## config.mk

```make
export PLATFORM = sky130hd
export DESIGN_NAME = srsgd_decode
export DESIGN_NICKNAME = d
export VERILOG_FILES = /design/src/sv/srsgd_pkg.sv /design/src/sv/srsgd_decode.sv
export SDC_FILE = /design/constraint.sdc
export NUM_CORES = 1
export LEC_CHECK = 0
export BUFFER_PORTS_ARGS = -buffer_cell sky130_fd_sc_hd__clkbuf_2
export CORE_UTILIZATION = 55
export DETAILED_ROUTE_END_ITERATION = 12
export PLACE_DENSITY = 0.88
export RECOVER_POWER = 50
export SLEW_MARGIN = 20
export SYNTH_ARGS = -nofsm -noshare
export SYNTH_HDL_FRONTEND = slang
export SYNTH_SLANG_ARGS = --single-unit
```

## constraint.sdc

```tcl
create_clock -name vclk -period 5.5
set_input_delay 0.55 -clock vclk [all_inputs]
set_output_delay 0.55 -clock vclk [all_outputs]
set_load 0.01 [all_outputs]
```

## src/sv/srsgd_pkg.sv

```systemverilog
package srsgd_pkg;

    // Shard geometry.
    localparam int MAX_ROWS    = 256;
    localparam int ROW_WIDTH   = 16;
    localparam int STORE_DEPTH = MAX_ROWS * ROW_WIDTH;
    localparam int ROW_W       = (MAX_ROWS > 1) ? $clog2(MAX_ROWS) : 1;
    localparam int ADDR_W      = (STORE_DEPTH > 1) ? $clog2(STORE_DEPTH) : 1;

    // Field widths.
    localparam int DATA_W  = 32;
    localparam int RATE_W  = 24;
    localparam int OFFS_W  = 31;
    localparam int ROWS_W  = 9;
    localparam int PROD_W  = DATA_W + RATE_W;
    localparam int FRAC_W  = 16;

    // Request types.
    localparam logic [1:0] REQ_UPDATE = 2'd0;
    localparam logic [1:0] REQ_WRITE  = 2'd1;
    localparam logic [1:0] REQ_READ   = 2'd2;

    // Result status codes.
    localparam logic [1:0] ST_APPLIED = 2'd0;
    localparam logic [1:0] ST_SKIPPED = 2'd1;
    localparam logic [1:0] ST_NEG_ID  = 2'd2;

    // Configuration register indexes.
    localparam logic [1:0] CFG_RATE   = 2'd0;
    localparam logic [1:0] CFG_OFFSET = 2'd1;
    localparam logic [1:0] CFG_ROWS   = 2'd2;

    // Configuration reset values.
    localparam logic [RATE_W-1:0] RATE_RESET = 24'd65536;
    localparam logic [OFFS_W-1:0] OFFS_RESET = 31'd0;
    localparam logic [ROWS_W-1:0] ROWS_RESET = 9'd256;

    // Outcome of decoding one request.
    typedef struct packed {
        logic              hit;
        logic [1:0]        status;
        logic [ADDR_W-1:0] addr;
    } t_req_ctl;

endpackage

```

## src/sv/srsgd_decode.sv

```systemverilog
module srsgd_decode (
    input  logic [1:0]                    i_req_type,
    input  logic [31:0]                   i_key_id,
    input  logic [3:0]                    i_col,
    input  logic [srsgd_pkg::OFFS_W-1:0]  i_id_offset,
    input  logic [srsgd_pkg::ROWS_W-1:0]  i_rows_in_use,
    output srsgd_pkg::t_req_ctl           o_ctl
);
    import srsgd_pkg::*;

    logic [32:0] row_full;
    logic [31:0] rows_lim;
    logic        row_ok;
    logic        col_ok;
    logic        type_ok;

    // Updates address by global id; reads and writes by local row.
    always_comb begin
        if (i_req_type == REQ_UPDATE) begin
            row_full = {1'b0, i_key_id} - {2'b00, i_id_offset};
        end else begin
            row_full = {1'b0, i_key_id};
        end
    end

    assign rows_lim = (32'(i_rows_in_use) > 32'(MAX_ROWS)) ? 32'(MAX_ROWS)
                                                          : 32'(i_rows_in_use);
    assign row_ok   = !row_full[32] && (row_full[31:0] < rows_lim);
    assign col_ok   = {28'd0, i_col} < 32'(ROW_WIDTH);

    always_comb begin
        case (i_req_type)
            REQ_UPDATE, REQ_WRITE, REQ_READ: type_ok = 1'b1;
            default:                         type_ok = 1'b0;
        endcase
    end

    always_comb begin
        o_ctl.hit    = 1'b0;
        o_ctl.status = ST_SKIPPED;
        if (type_ok) begin
            if (i_key_id[31]) begin
                o_ctl.status = ST_NEG_ID;
            end else if (row_ok && col_ok) begin
                o_ctl.hit    = 1'b1;
                o_ctl.status = ST_APPLIED;
            end
        end
        o_ctl.addr = ADDR_W'(ADDR_W'(row_full[ROW_W-1:0]) * ADDR_W'(ROW_WIDTH)
                             + ADDR_W'(i_col));
    end

endmodule

```

==> run summary <==
series of cell instances along the critical path: clkbuf_2 > inv_1 > ha_1 > inv_1 > fa_1 > a21o_1 > nand3_1 > a21oi_1 > o21a_2 > o21a_1 > or3_1 > a2111oi_2 > nand3_1 > a221oi_2 > and4b_1 > clkbuf_2
post-layout minimum cycle time: 4310 ps
timing endpoint of the critical path: o_ctl[14]
drt total wl: 6.72 mm
pre-CTS setup slack: 1250 ps
largest family of logic cells by synthesized area: compound AO/OA/AOI/OAI gates
Simple-Gate Fraction of Synth Area: 26.0%
count of antenna diodes in the layout: 0
Synth Area in Adders: 21.2%
mean area per synthesized cell: 6.52 um^2
setup repair after global routing missed its margin: no
register area share after synthesis: 0%
top-level I/O count: 93
sum of buffers and inverters on the critical path: 4
Post-Syn Nets: 493
number of hold violations in the final report: 0
# nets final: 566
Vias: 3055
slew at the pin with the worst max-slew slack: 1140 ps
Final TNS setup: 0 ps
seq_cells: 0
Critical Path End Type: output port
crit path launch type: input pin
power density over cell area: 108 nW/um^2
xor and xnor area share after synthesis: 8.24%
overall track demand over capacity in global routing: 28.0%
most area-consuming cells after synthesis: sky130_fd_sc_hd__ha_1 20%, sky130_fd_sc_hd__nand2_1 7.2%, sky130_fd_sc_hd__o21ai_0 6.5%
Initial DRT Pass Iterations: 5
global placer's final weighted congestion: 0.936
number of DRC violations after detailed-routing iteration 0: 219
post-CTS sizing: 0
DIE HEIGHT: 68.7 um
routed length per instance: 13.5 um
pin count of the biggest net entering global routing: 22
Die ar.: 4720 um^2
# hold bufs at CTS: 0
core utilization of the finished layout: 68.5%
maximum clock frequency: 0.232 GHz
initial core utilization: 59.0%
Tcrit/Tclk final: 78.3%
antenna viol nets, final: 0
area share of the largest cell type after synthesis: 19.9%
run status: finished, final reports clean
Min-Delay Path Class: input pin to output port
delay-heaviest family, CP: compound AO/OA/AOI/OAI gates
layout overhead on the synthesized area: 16.1%
overall power consumption: 0.000306 W
Max Transition Viols Final: 0
Hold Crit Depth: 0
crit path max-delay cell type: sky130_fd_sc_hd__fa_1
proportion of synthesized area in mux cells: 0.818%
dominant cell type by area after synthesis: sky130_fd_sc_hd__ha_1
final-report setup violation count: 0
number of global-route vias before repair: 2643
count of buffers inserted at the top-level ports: 85
Sequential Area: 0 um^2
Crit Path Category: input pin to output port
placeable core region: 4140 um^2
required time worst endpoint: 4950 ps
complex-gate fraction of the synthesized area: 33.8%
synth cell count leaders: 47 x sky130_fd_sc_hd__nand2_1, 39 x sky130_fd_sc_hd__ha_1, 39 x sky130_fd_sc_hd__inv_1
grt ovf: 0
Post CTS Setup Buffer Count: 0
cell with the most instances after synthesis: sky130_fd_sc_hd__nand2_1
Gate Count Post-Synth: 375
max-capacitance violation count: 0
start point of the critical path: i_key_id[0]
total standard cell area after synthesis: 2450 um^2
fraction of layout cells with a size suffix above 1: 21.1%
number of placement rows: 23
clock buffers: 0
HPWL reported at the end of detailed placement: 5.68 mm
Leak Pwr: 1.46 nW
initial antenna violation count: 0
worst-case vdd ir drop: 0.0000615 V
post-detailed-route via-to-cell ratio: 6.16
drt drc: 0
count of yosys warnings during synthesis: 0
worst rel slew slack: 24.0%
depth of the critical timing path with buffers and inverters included: 16
final worst-path setup slack: 1190 ps
Die Span X: 68.7 um
maximum fanout count along the critical path: 4
arrival time at the worst endpoint: 3760 ps
Distinct cells, synth: 59
worst stage delay on the critical path: 400 ps
first-pass GRT wire length: 10.5 mm
-- cell type report --
type / instances / area [um^2]
Inverter: 40 / 150
Fill cell: 395 / 1310
Multi-Input combinational cell: 321 / 2200
Timing Repair Buffer: 85 / 423
Tap cell: 50 / 62.6
-- metrics by stage --
stage / area (um^2) / hold slack (ps) / cells
2_1_floorplan: 2450 / 1190 / 375
3_3_place_gp: 2840 / 1100 / 496
3_5_place_dp: 2840 / 1100 / 496
4_1_cts: 2840 / 1100 / 496
5_1_grt: 2840 / 1100 / 496
6_report: 2840 / 1100 / 496
-- how the worst min path moves through the flow --
| stage | endpoint | start |
|---|---|---|
| floorplan | o_ctl[0] | i_col[0] |
| detailed placement | o_ctl[0] | i_col[0] |
| finish | o_ctl[1] | i_col[1] |
| global route | o_ctl[2] | i_col[2] |
| CTS | o_ctl[0] | i_col[0] |
| global placement | o_ctl[0] | i_col[0] |
-- metal layers --
| layer | wire (um) | track usage [%] | part of all wire [%] | vias to the layer above |
|---|---|---|---|---|
| met3 | 474 | 2.30 | 7.1 | 13 |
| li1 | - | - | - | 1515 |
| met4 | 93 | 6.89 | 1.4 | 0 |
| met1 | 2930 | 35.6 | 44 | 1378 |
| met2 | 3220 | 50.2 | 48 | 149 |
| met5 | 0 | 0 | 0 | - |
-- power breakdown --
part / switching [W] / internal [W] / total [W]
registers: 0 / 0 / 0
logic: 0.000175 / 0.000132 / 0.000306
clock network: 0 / 0 / 0
total: 0.000175 / 0.000132 / 0.000306
-- placed cells by master, fill, tap and decap left out, types with 4 or more instances in the layout --
master                     count
sky130_fd_sc_hd__clkbuf_2     83
sky130_fd_sc_hd__nand2_1      47
sky130_fd_sc_hd__inv_1        39
sky130_fd_sc_hd__ha_1         39
sky130_fd_sc_hd__o21ai_0      32
sky130_fd_sc_hd__a21oi_1      27
sky130_fd_sc_hd__nor2_1       23
sky130_fd_sc_hd__xnor2_1      12
sky130_fd_sc_hd__nand3_1      11
sky130_fd_sc_hd__xor2_1       11
sky130_fd_sc_hd__a21o_1        9
sky130_fd_sc_hd__nor4_1        7
sky130_fd_sc_hd__a31oi_1       7
sky130_fd_sc_hd__nor3_1        7
sky130_fd_sc_hd__and3_1        6
sky130_fd_sc_hd__nand4_1       6
sky130_fd_sc_hd__nand2b_1      5
sky130_fd_sc_hd__o21a_1        5
sky130_fd_sc_hd__or3_1         5
sky130_fd_sc_hd__a211oi_1      5
sky130_fd_sc_hd__nor2b_1       5
sky130_fd_sc_hd__o21bai_1      4
-- cell families (layout without fill, tap and decap cells) --
family,Yosys count,count (layout)
compound gates,124,124
xor+xnor,23,23
fa+ha+maj,41,41
buf+inv,54,125
mux,2,2
simple gates,131,131
Note: power is estimated with default switching activity, not from simulation.
